$ cat src/rtl/core/imau_pkg.sv
package imau_pkg;

  localparam int DIM_W   = 4;
  localparam int IDX_W   = 6;
  localparam int DATA_W  = 32;
  localparam int PADDR_W = 5;

  // input item kinds
  localparam logic [1:0] KIND_WRITE_A = 2'd0;
  localparam logic [1:0] KIND_WRITE_B = 2'd1;
  localparam logic [1:0] KIND_START   = 2'd2;

  // register indexes (byte address / 4)
  localparam logic [2:0] REG_OPERATION = 3'd0;
  localparam logic [2:0] REG_A_ROWS    = 3'd1;
  localparam logic [2:0] REG_A_COLS    = 3'd2;
  localparam logic [2:0] REG_B_ROWS    = 3'd3;
  localparam logic [2:0] REG_B_COLS    = 3'd4;

  typedef enum logic [1:0] {
    OP_ADD = 2'd0,
    OP_SUB = 2'd1,
    OP_MUL = 2'd2
  } op_t;

  typedef enum logic [1:0] {
    ST_IDLE,
    ST_ISSUE,
    ST_DRAIN,
    ST_ERROR
  } state_t;

  typedef struct packed {
    logic [1:0]       op;
    logic [DIM_W-1:0] a_rows;
    logic [DIM_W-1:0] a_cols;
    logic [DIM_W-1:0] b_rows;
    logic [DIM_W-1:0] b_cols;
  } cfg_t;

  typedef struct packed {
    logic load;      // input beat taken this cycle
    logic clear;     // start of a run: zero counters
    logic issue;     // read one operand pair, step k
    logic emit;      // load result register, step to next element
    logic emit_err;  // load the error result
  } cmd_t;

  typedef struct packed {
    logic shape_ok;
    logic k_last;
    logic elem_last;
    logic acc_done;
    logic out_free;
  } sts_t;

endpackage

$ cat src/rtl/core/imau_ctrl.sv
module imau_ctrl (
  input  logic              clk,
  input  logic              rst,
  input  logic              in_valid,
  input  logic [1:0]        kind,
  input  imau_pkg::sts_t    sts,
  output imau_pkg::cmd_t    cmd,
  output logic              in_stall
);
  import imau_pkg::*;

  state_t state;
  state_t state_next;

  always_ff @(posedge clk) begin
    if (rst) begin
      state <= ST_IDLE;
    end else begin
      state <= state_next;
    end
  end

  always_comb begin
    state_next = state;
    case (state)
      ST_IDLE: begin
        if (in_valid && kind == KIND_START) begin
          state_next = sts.shape_ok ? ST_ISSUE : ST_ERROR;
        end
      end
      ST_ISSUE: begin
        if (sts.k_last) begin
          state_next = ST_DRAIN;
        end
      end
      ST_DRAIN: begin
        if (sts.acc_done && sts.out_free) begin
          state_next = sts.elem_last ? ST_IDLE : ST_ISSUE;
        end
      end
      ST_ERROR: begin
        if (sts.out_free) begin
          state_next = ST_IDLE;
        end
      end
      default: state_next = ST_IDLE;
    endcase
  end

  always_comb begin
    cmd      = '0;
    in_stall = 1'b1;
    case (state)
      ST_IDLE: begin
        in_stall  = 1'b0;
        cmd.load  = in_valid;
        cmd.clear = in_valid && kind == KIND_START && sts.shape_ok;
      end
      ST_ISSUE: cmd.issue = 1'b1;
      ST_DRAIN: cmd.emit = sts.acc_done && sts.out_free;
      ST_ERROR: cmd.emit_err = sts.out_free;
      default: cmd = '0;
    endcase
  end

endmodule

$ cat src/rtl/core/imau_dp.sv
module imau_dp #(
  parameter int MAX_DIM = 8
) (
  input  logic                          clk,
  input  logic                          rst,
  input  imau_pkg::cfg_t                cfg,
  input  imau_pkg::cmd_t                cmd,
  output imau_pkg::sts_t                sts,
  input  logic [1:0]                    kind,
  input  logic [imau_pkg::IDX_W-1:0]    elem_index,
  input  logic signed [imau_pkg::DATA_W-1:0] elem_value,
  output logic                          out_valid,
  input  logic                          out_stall,
  output logic [imau_pkg::IDX_W-1:0]    out_index,
  output logic signed [imau_pkg::DATA_W-1:0] out_value,
  output logic                          dim_error,
  output logic                          last
);
  import imau_pkg::*;

  localparam int DEPTH  = MAX_DIM * MAX_DIM;
  localparam int AW     = (DEPTH > 1) ? $clog2(DEPTH) : 1;
  localparam int CW     = (MAX_DIM > 1) ? $clog2(MAX_DIM) : 1;
  localparam int CALC_W = 2 * DIM_W;
  localparam logic [IDX_W:0]   DEPTH_V = (IDX_W + 1)'(DEPTH);
  localparam logic [DIM_W-1:0] MAXD_V  = DIM_W'(MAX_DIM);

  logic [DATA_W-1:0] a_mem [DEPTH];
  logic [DATA_W-1:0] b_mem [DEPTH];

  logic [CW-1:0] row_i, col_j, k_cnt;

  logic              s1_valid, s1_first, s1_lastk;
  logic              s2_valid, s2_first, s2_lastk;
  logic [DATA_W-1:0] a_rd, b_rd, term, acc;
  logic              acc_done;

  logic              is_mul;
  logic [DIM_W-1:0]  cols, kmax_m1, rows_m1, cols_m1;
  logic [CALC_W-1:0] a_full, b_full, pos_full;
  logic              idx_ok, out_free, shape_ok, dims_ok;

  function automatic logic dim_ok(input logic [DIM_W-1:0] d);
    return d != '0 && d <= MAXD_V;
  endfunction

  assign is_mul  = cfg.op == OP_MUL;
  assign cols    = is_mul ? cfg.b_cols : cfg.a_cols;
  assign rows_m1 = cfg.a_rows - DIM_W'(1);
  assign cols_m1 = cols - DIM_W'(1);
  assign kmax_m1 = is_mul ? cfg.a_cols - DIM_W'(1) : '0;

  assign dims_ok = dim_ok(cfg.a_rows) && dim_ok(cfg.a_cols) &&
                   dim_ok(cfg.b_rows) && dim_ok(cfg.b_cols);

  always_comb begin
    case (cfg.op)
      OP_ADD, OP_SUB:
        shape_ok = dims_ok && cfg.a_rows == cfg.b_rows && cfg.a_cols == cfg.b_cols;
      OP_MUL:  shape_ok = dims_ok && cfg.a_cols == cfg.b_rows;
      default: shape_ok = 1'b0;
    endcase
  end

  // A[i][k] and B[k][j] for multiply, both at element (i,j) otherwise
  assign a_full = CALC_W'(row_i) * CALC_W'(cfg.a_cols) +
                  CALC_W'(is_mul ? k_cnt : col_j);
  assign b_full = is_mul ? CALC_W'(k_cnt) * CALC_W'(cfg.b_cols) + CALC_W'(col_j)
                         : a_full;
  assign pos_full = CALC_W'(row_i) * CALC_W'(cols) + CALC_W'(col_j);

  assign idx_ok   = {1'b0, elem_index} < DEPTH_V;
  assign out_free = !out_valid || !out_stall;

  assign sts.shape_ok  = shape_ok;
  assign sts.k_last    = DIM_W'(k_cnt) == kmax_m1;
  assign sts.elem_last = DIM_W'(row_i) == rows_m1 && DIM_W'(col_j) == cols_m1;
  assign sts.acc_done  = acc_done;
  assign sts.out_free  = out_free;

  // stores: one write port, registered read
  always_ff @(posedge clk) begin
    if (cmd.load && idx_ok && kind == KIND_WRITE_A) begin
      a_mem[elem_index[AW-1:0]] <= elem_value;
    end
    if (cmd.load && idx_ok && kind == KIND_WRITE_B) begin
      b_mem[elem_index[AW-1:0]] <= elem_value;
    end
    a_rd <= a_mem[a_full[AW-1:0]];
    b_rd <= b_mem[b_full[AW-1:0]];
  end

  // loop counters
  always_ff @(posedge clk) begin
    if (rst || cmd.clear) begin
      row_i <= '0;
      col_j <= '0;
      k_cnt <= '0;
    end else begin
      if (cmd.issue) begin
        k_cnt <= sts.k_last ? '0 : k_cnt + CW'(1);
      end
      if (cmd.emit) begin
        if (DIM_W'(col_j) == cols_m1) begin
          col_j <= '0;
          row_i <= row_i + CW'(1);
        end else begin
          col_j <= col_j + CW'(1);
        end
      end
    end
  end

  // read -> term -> accumulate
  always_ff @(posedge clk) begin
    if (rst) begin
      s1_valid <= 1'b0;
      s2_valid <= 1'b0;
      acc_done <= 1'b0;
    end else begin
      s1_valid <= cmd.issue;
      s2_valid <= s1_valid;
      if (cmd.issue || cmd.clear) begin
        acc_done <= 1'b0;
      end else if (s2_valid && s2_lastk) begin
        acc_done <= 1'b1;
      end
    end
  end

  always_ff @(posedge clk) begin
    s1_first <= k_cnt == '0;
    s1_lastk <= sts.k_last;
    s2_first <= s1_first;
    s2_lastk <= s1_lastk;
    case (cfg.op)
      OP_SUB:  term <= a_rd - b_rd;
      OP_MUL:  term <= a_rd * b_rd;
      default: term <= a_rd + b_rd;
    endcase
    if (s2_valid) begin
      acc <= s2_first ? term : acc + term;
    end
  end

  // result register
  always_ff @(posedge clk) begin
    if (rst) begin
      out_valid <= 1'b0;
    end else if (cmd.emit || cmd.emit_err) begin
      out_valid <= 1'b1;
    end else if (!out_stall) begin
      out_valid <= 1'b0;
    end
  end

  always_ff @(posedge clk) begin
    if (cmd.emit) begin
      out_index <= pos_full[IDX_W-1:0];
      out_value <= acc;
      dim_error <= 1'b0;
      last      <= sts.elem_last;
    end else if (cmd.emit_err) begin
      out_index <= '0;
      out_value <= '0;
      dim_error <= 1'b1;
      last      <= 1'b1;
    end
  end

`ifndef SYNTHESIS
  a_emit_room: assert property (@(posedge clk) disable iff (rst)
    (cmd.emit || cmd.emit_err) |-> out_free)
    else $error("result loaded over an untaken beat");

  a_emit_drained: assert property (@(posedge clk) disable iff (rst)
    cmd.emit |-> (acc_done && !s1_valid && !s2_valid))
    else $error("result emitted before accumulation finished");

  a_err_shape: assert property (@(posedge clk) disable iff (rst)
    (out_valid && dim_error) |-> (last && out_index == '0 && out_value == '0))
    else $error("malformed error result");
`endif

endmodule

$ cat src/rtl/core/integer_matrix_arith_unit.sv
// Channel  Dir  Handshake            Payload
// in       in   in_valid/in_stall    kind, elem_index, elem_value
// out      out  out_valid/out_stall  out_index, out_value, dim_error, last
// cfg      in   APB psel/penable     paddr (5b), pwdata/prdata (32b), pready tied high
//
// Element writes are taken one per cycle; in_stall is low only while no run is active.
// Each result element reads K operand pairs (K = a_cols for multiply, 1 otherwise);
// the store read, term and accumulate stages of one element are not overlapped with the next.
// A shape error enters the error state, which loads its single beat once the output is free.
// out_stall holds the result register and pauses the run; rst is synchronous and clears
// control state and the registers to their defaults; store contents are not cleared.
module integer_matrix_arith_unit #(
  parameter int MAX_DIM = 8
) (
  input  logic                              clk,
  input  logic                              rst,
  // input channel
  input  logic                              in_valid,
  output logic                              in_stall,
  input  logic [1:0]                        kind,
  input  logic [imau_pkg::IDX_W-1:0]        elem_index,
  input  logic signed [imau_pkg::DATA_W-1:0] elem_value,
  // output channel
  output logic                              out_valid,
  input  logic                              out_stall,
  output logic [imau_pkg::IDX_W-1:0]        out_index,
  output logic signed [imau_pkg::DATA_W-1:0] out_value,
  output logic                              dim_error,
  output logic                              last,
  // register port
  input  logic                              psel,
  input  logic                              penable,
  input  logic                              pwrite,
  input  logic [imau_pkg::PADDR_W-1:0]      paddr,
  input  logic [31:0]                       pwdata,
  output logic [31:0]                       prdata,
  output logic                              pready
);
  import imau_pkg::*;

  cfg_t       cfg;
  cmd_t       cmd;
  sts_t       sts;
  logic       wr_en;
  logic [2:0] reg_sel;

  assign pready  = 1'b1;
  assign reg_sel = paddr[PADDR_W-1:2];
  assign wr_en   = psel && penable && pwrite && pready;

  // Registers; indexes past the last register are dropped.
  always_ff @(posedge clk) begin
    if (rst) begin
      cfg.op     <= OP_ADD;
      cfg.a_rows <= DIM_W'(1);
      cfg.a_cols <= DIM_W'(1);
      cfg.b_rows <= DIM_W'(1);
      cfg.b_cols <= DIM_W'(1);
    end else if (wr_en) begin
      case (reg_sel)
        REG_OPERATION: cfg.op     <= pwdata[1:0];
        REG_A_ROWS:    cfg.a_rows <= pwdata[DIM_W-1:0];
        REG_A_COLS:    cfg.a_cols <= pwdata[DIM_W-1:0];
        REG_B_ROWS:    cfg.b_rows <= pwdata[DIM_W-1:0];
        REG_B_COLS:    cfg.b_cols <= pwdata[DIM_W-1:0];
        default: ;
      endcase
    end
  end

  always_comb begin
    case (reg_sel)
      REG_OPERATION: prdata = 32'(cfg.op);
      REG_A_ROWS:    prdata = 32'(cfg.a_rows);
      REG_A_COLS:    prdata = 32'(cfg.a_cols);
      REG_B_ROWS:    prdata = 32'(cfg.b_rows);
      REG_B_COLS:    prdata = 32'(cfg.b_cols);
      default:       prdata = '0;
    endcase
  end

  // Sequencer: walks element, then k, and waits on the result register.
  imau_ctrl u_ctrl (
    .clk      (clk),
    .rst      (rst),
    .in_valid (in_valid),
    .kind     (kind),
    .sts      (sts),
    .cmd      (cmd),
    .in_stall (in_stall)
  );

  // Stores, counters, multiply/accumulate and result register.
  imau_dp #(
    .MAX_DIM (MAX_DIM)
  ) u_dp (
    .clk        (clk),
    .rst        (rst),
    .cfg        (cfg),
    .cmd        (cmd),
    .sts        (sts),
    .kind       (kind),
    .elem_index (elem_index),
    .elem_value (elem_value),
    .out_valid  (out_valid),
    .out_stall  (out_stall),
    .out_index  (out_index),
    .out_value  (out_value),
    .dim_error  (dim_error),
    .last       (last)
  );

`ifndef SYNTHESIS
  a_start_blocks: assert property (@(posedge clk) disable iff (rst)
    (in_valid && !in_stall && kind == KIND_START) |=> in_stall)
    else $error("input not held off after a start beat");
`endif

endmodule

$ cat config.mk
export PLATFORM = sky130hd
export DESIGN_NAME = integer_matrix_arith_unit
export DESIGN_NICKNAME = d
export VERILOG_FILES = /design/src/rtl/core/imau_pkg.sv /design/src/rtl/core/imau_ctrl.sv /design/src/rtl/core/imau_dp.sv /design/src/rtl/core/integer_matrix_arith_unit.sv
export SDC_FILE = /design/constraint.sdc
export NUM_CORES = 2
export LEC_CHECK = 0
export BUFFER_PORTS_ARGS = -buffer_cell sky130_fd_sc_hd__clkbuf_2
export CORE_MARGIN = 4
export CORE_UTILIZATION = 35
export DETAILED_ROUTE_END_ITERATION = 8
export PLACE_DENSITY_LB_ADDON = 0.05
export SLEW_MARGIN = 20
export SYNTH_ARGS = -nofsm -noshare
export SYNTH_HDL_FRONTEND = slang
export SYNTH_SLANG_ARGS = --single-unit
$ cat constraint.sdc
create_clock -name clk -period 20.4 [get_ports clk]
set_input_delay 4.08 -clock clk [delete_from_list [all_inputs] [get_ports clk]]
set_output_delay 4.08 -clock clk [all_outputs]
set_load 0.02 [all_outputs]
==> summary.md <==
The run finished with clean final reports. The run gives 266 as the number of core rows. The worst setup path category was input port to output pin. The critical path endpoint category was an output pin. Once the clock tree was built, the setup fixing pass inserted 0 buffers. For the placeable core region, the log shows 524,000 um^2. The most instantiated flip-flop cell in the synthesis netlist was sky130_fd_sc_hd__edfxtp_1.

The analysis attributes to cell leakage a power of 68.2 nW. Synthesis inferred 4,301 register bits. The highest ir drop seen on vdd was 0.0755 mV; the number of pins with negative max-slew slack in the final report was 0. Each instance of the synthesized netlist takes up on average 19.2 um^2.

The number of nets with antenna violations after routing is 0. The overall die width works out to 733 um. The layout has 47,100 filler cells.

The slowest stage of the critical path is the sky130_fd_sc_hd__mux4_2 cell. Yosys printed 0 warnings. On the critical path the largest part of the delay comes from multiplexers. Across the routed clock network, the largest skew measured is 0.102 ns. Across every metal layer, demand over resource in global routing totals 20.9%. In this run the vertical extent of the chip is 733 um. Data on the critical path is required at its endpoint by 16.32 ns. Class of the most critical hold timing path: register to register. The logs give 4 for the largest buffer count on any clock path and 5.16 ns for the worst endpoint data arrival time. The routed design could run at a clock period as short as 9.24 ns.

The run gives 35.1% as the initial standard-cell utilization of the core. Yosys mapped a number of flops with a built-in enable equal to 4,167. The tools report the start point of the worst min-delay path as u_dp.s1_lastk$_DFF_P_.

After detailed routing, the number of vias per cell comes to 5.39. In this run the critical register-to-register path is launched from cfg[16]$_SDFFE_PP0P_. The fraction of synthesis flops using an asynchronous set or reset pin works out to 0%. The H-tree was split into 5 levels. Along the worst path, the maximum fanout reaches 12. Routability-driven placement finished with a final weighted congestion of 0.775.

Summing the sequential cell areas from Yosys gives 69.5% of the chip area. The I/O pin total is 159, and the number of distinct library cells after synthesis is 77. The area of the multi-input gates is 53,400 um^2. Setup repair after global routing left no endpoint under its margin.

The HPWL after detailed placement is 320 mm. The area enclosed by the die boundary was 537,000 um^2; the final wirelength was 568 mm. The layout overhead on the synthesized area works out to 13.9%.

The tools report the clock root buffer as sky130_fd_sc_hd__clkbuf_16. For flop-to-flop paths, the worst setup slack is 12.33 ns. The tools report the number of nets in the layout as 10,700.

In this run the power density over the cells is 89.7 nW/um^2. The logs give 93,400 for the number of vias after detailed routing and 20.2% for the relative slew slack. The total buffers and inverters traversed by the critical path came out at 3. The depth of the critical timing path with buffers and inverters included came out at 5.

The tools report the gate count after technology mapping as 9,589. In this run the tool buffered the top-level ports with 99 buffer cells. The worst setup path is launched from an input port. On the worst path, the slowest cell contributes a delay of 0.53 ns. After routing, the total negative slack on setup checks comes to 0 ns. The worst register-to-register path ends at u_dp.b_rd[21]$_DFF_P_. TritonCTS built the clock tree. The tools report the via count of the first global-routing pass as 99,600. Timing would allow up to 108 MHz. The final setup violation count is 0, and the number of DRC violations after detailed-routing iteration 0 is 8,187. TritonCTS created 470 clock buffers. The tool flagged a number of max-cap violations equal to 0. The total area of sequential cells is 128,000 um^2. Termination of the worst setup path: prdata[0]. The worst setup slack before clock tree synthesis is 11.16 ns, and the clock transition time at the flip-flop clock pins of the worst setup and hold paths is 0.06 ns. The final count of hold timing violations is 0. Most repeated library cell on the critical path: sky130_fd_sc_hd__clkbuf_2. The run gives 7 as the count of TritonRoute iterations in the first routing pass.

The post-CTS resize count is 0. After layout, the worst setup slack is 11.16 ns. After detailed routing, the average wire length per cell comes to 32.7 um. In the final layout, the share of cells above drive strength 1 is 23.1%.

Post-route fraction of the period consumed by the critical path: 45.3%. For the total standard cell area after synthesis, the log shows 184,000 um^2. The number of antenna violations at the first check in global routing was 58; the number of cell instances on the worst register-to-register path was 17. Entering global routing, the biggest net connects 126 pins. For the clock network latency to the later pin of the worst-skew pair, the log shows 1.05 ns. The signal on the critical path passes through clkbuf_2 > mux4_2 > inv_1 > o32ai_1 > clkbuf_2. At the pin with the least slew margin, the transition time is 1.19 ns. The first global-routing pass estimated 792 mm of wire.

Global routing finished with a remaining overflow of 0. The critical path launch point was paddr[2]. For this run, design rule violations remaining after detail routing come to 0. Counting every sink on the clock net gives 4,301. The number of buffers added to fix hold violations after cts came out at 0.
-- flip-flops by register name, summed over array words and instances (netlist names), 2 cells and up --
name / count
cfg: 18
u_ctrl.state: 2
u_dp.a_mem: 2048
u_dp.a_rd: 32
u_dp.acc: 32
u_dp.b_mem: 2048
u_dp.b_rd: 32
u_dp.col_j: 3
u_dp.k_cnt: 3
u_dp.out_index: 6
u_dp.out_value: 32
u_dp.row_i: 3
u_dp.term: 32
-- per-layer routing --
layer / routed length, um / vias to the layer above / share of wire, % / GRT usage (%)
met2: 274000 / 2363 / 48 / 34.6
met1: 253000 / 51900 / 45 / 29.6
li1: - / 38500 / - / -
met4: 11400 / 2 / 2.0 / 4.09
met5: 13 / - / 0.0023 / 0
met3: 28400 / 641 / 5.0 / 2.99
-- through the flow --
stage	total power, mW	area, um^2	instances	hold WS (ns)	util [%]
2_1_floorplan	10.4	184000	9616	0.310	-
3_3_place_gp	10.8	195000	16400	0.313	37.1
3_5_place_dp	10.8	195000	16400	0.323	37.1
4_1_cts	19.0	209000	17300	0.243	40.0
5_1_grt	19.5	210000	17300	0.262	40.0
6_report	18.8	210000	17300	0.253	40.0
-- final cells by class --
type,count,share of cell area [%]
Sequential cell,4301,61.0
Inverter,429,0.768
Tap cell,6968,4.16
Clock inverter,237,1.00
Antenna cell,27,0.0322
Timing Repair Buffer,423,1.54
Multi-Input combinational cell,4324,25.5
Clock buffer,624,6.04
-- placed cells by master, fill, tap and decap left out, types with 180 or more instances in the layout --
cell	count
sky130_fd_sc_hd__edfxtp_1	4167
sky130_fd_sc_hd__mux4_2	1170
sky130_fd_sc_hd__nand2_1	589
sky130_fd_sc_hd__and2_1	486
sky130_fd_sc_hd__clkbuf_16	480
sky130_fd_sc_hd__inv_1	428
sky130_fd_sc_hd__fa_1	421
sky130_fd_sc_hd__buf_4	337
sky130_fd_sc_hd__ha_1	224
sky130_fd_sc_hd__a211oi_1	185
sky130_fd_sc_hd__a21oi_1	180
-- logic make-up after synthesis --
| logic type | share of synthesized area [%] |
|---|---|
| AO/OA/AOI/OAI | 2.71 |
| adder cells (fa/ha/maj) | 6.13 |
| other | 0.00408 |
| buffers and inverters | 2.21 |
| flip-flops | 69.5 |
| XOR/XNOR | 0.966 |
| AND/OR/NAND/NOR | 3.91 |
| multiplexers | 14.6 |
-- where the power goes --
| group | total (mW) | switching (mW) | internal, mW | leakage (nW) |
|---|---|---|---|---|
| registers | 9.71 | 0.0121 | 9.70 | 38.5 |
| logic | 0.887 | 0.585 | 0.302 | 22.5 |
| clock network | 8.20 | 3.51 | 4.69 | 7.17 |
| total | 18.8 | 4.10 | 14.7 | 68.2 |
-- how the worst min path moves through the flow --
stage	end	slack (ns)	cells after the start
after floorplan	u_dp.s2_first$_DFF_P_	0.31	0
after global placement	u_dp.s2_lastk$_DFF_P_	0.31	0
after detailed placement	u_dp.s2_first$_DFF_P_	0.32	0
after CTS	u_dp.s2_lastk$_DFF_P_	0.24	0
after global routing	u_dp.s2_lastk$_DFF_P_	0.26	0
final	u_dp.s2_lastk$_DFF_P_	0.25	0
-- cell usage after synthesis (25+ instances only) --
cell | n | area [um^2]
sky130_fd_sc_hd__clkbuf_1 | 338 | 1270
sky130_fd_sc_hd__buf_2 | 107 | 536
sky130_fd_sc_hd__mux2i_1 | 42 | 420
sky130_fd_sc_hd__nor2_1 | 222 | 833
sky130_fd_sc_hd__and2_1 | 486 | 3040
sky130_fd_sc_hd__nand2_1 | 591 | 2220
sky130_fd_sc_hd__a311oi_1 | 62 | 543
sky130_fd_sc_hd__a21o_1 | 40 | 300
sky130_fd_sc_hd__nand2b_1 | 25 | 156
sky130_fd_sc_hd__nor2b_1 | 33 | 206
sky130_fd_sc_hd__a21oi_1 | 181 | 906
sky130_fd_sc_hd__mux4_2 | 1170 | 26400
sky130_fd_sc_hd__buf_4 | 58 | 435
sky130_fd_sc_hd__fa_1 | 422 | 8450
sky130_fd_sc_hd__xor2_1 | 80 | 701
sky130_fd_sc_hd__edfxtp_1 | 4167 | 125000
sky130_fd_sc_hd__ha_1 | 226 | 2830
sky130_fd_sc_hd__buf_1 | 59 | 221
sky130_fd_sc_hd__dfxtp_1 | 134 | 2680
sky130_fd_sc_hd__a211oi_1 | 190 | 1430
sky130_fd_sc_hd__nand3_1 | 31 | 155
sky130_fd_sc_hd__a31oi_1 | 74 | 463
sky130_fd_sc_hd__o21ai_0 | 95 | 475
sky130_fd_sc_hd__nor3_1 | 25 | 125
sky130_fd_sc_hd__xnor2_1 | 123 | 1080
sky130_fd_sc_hd__inv_1 | 429 | 1610
Power figures use the tool's default switching activity.
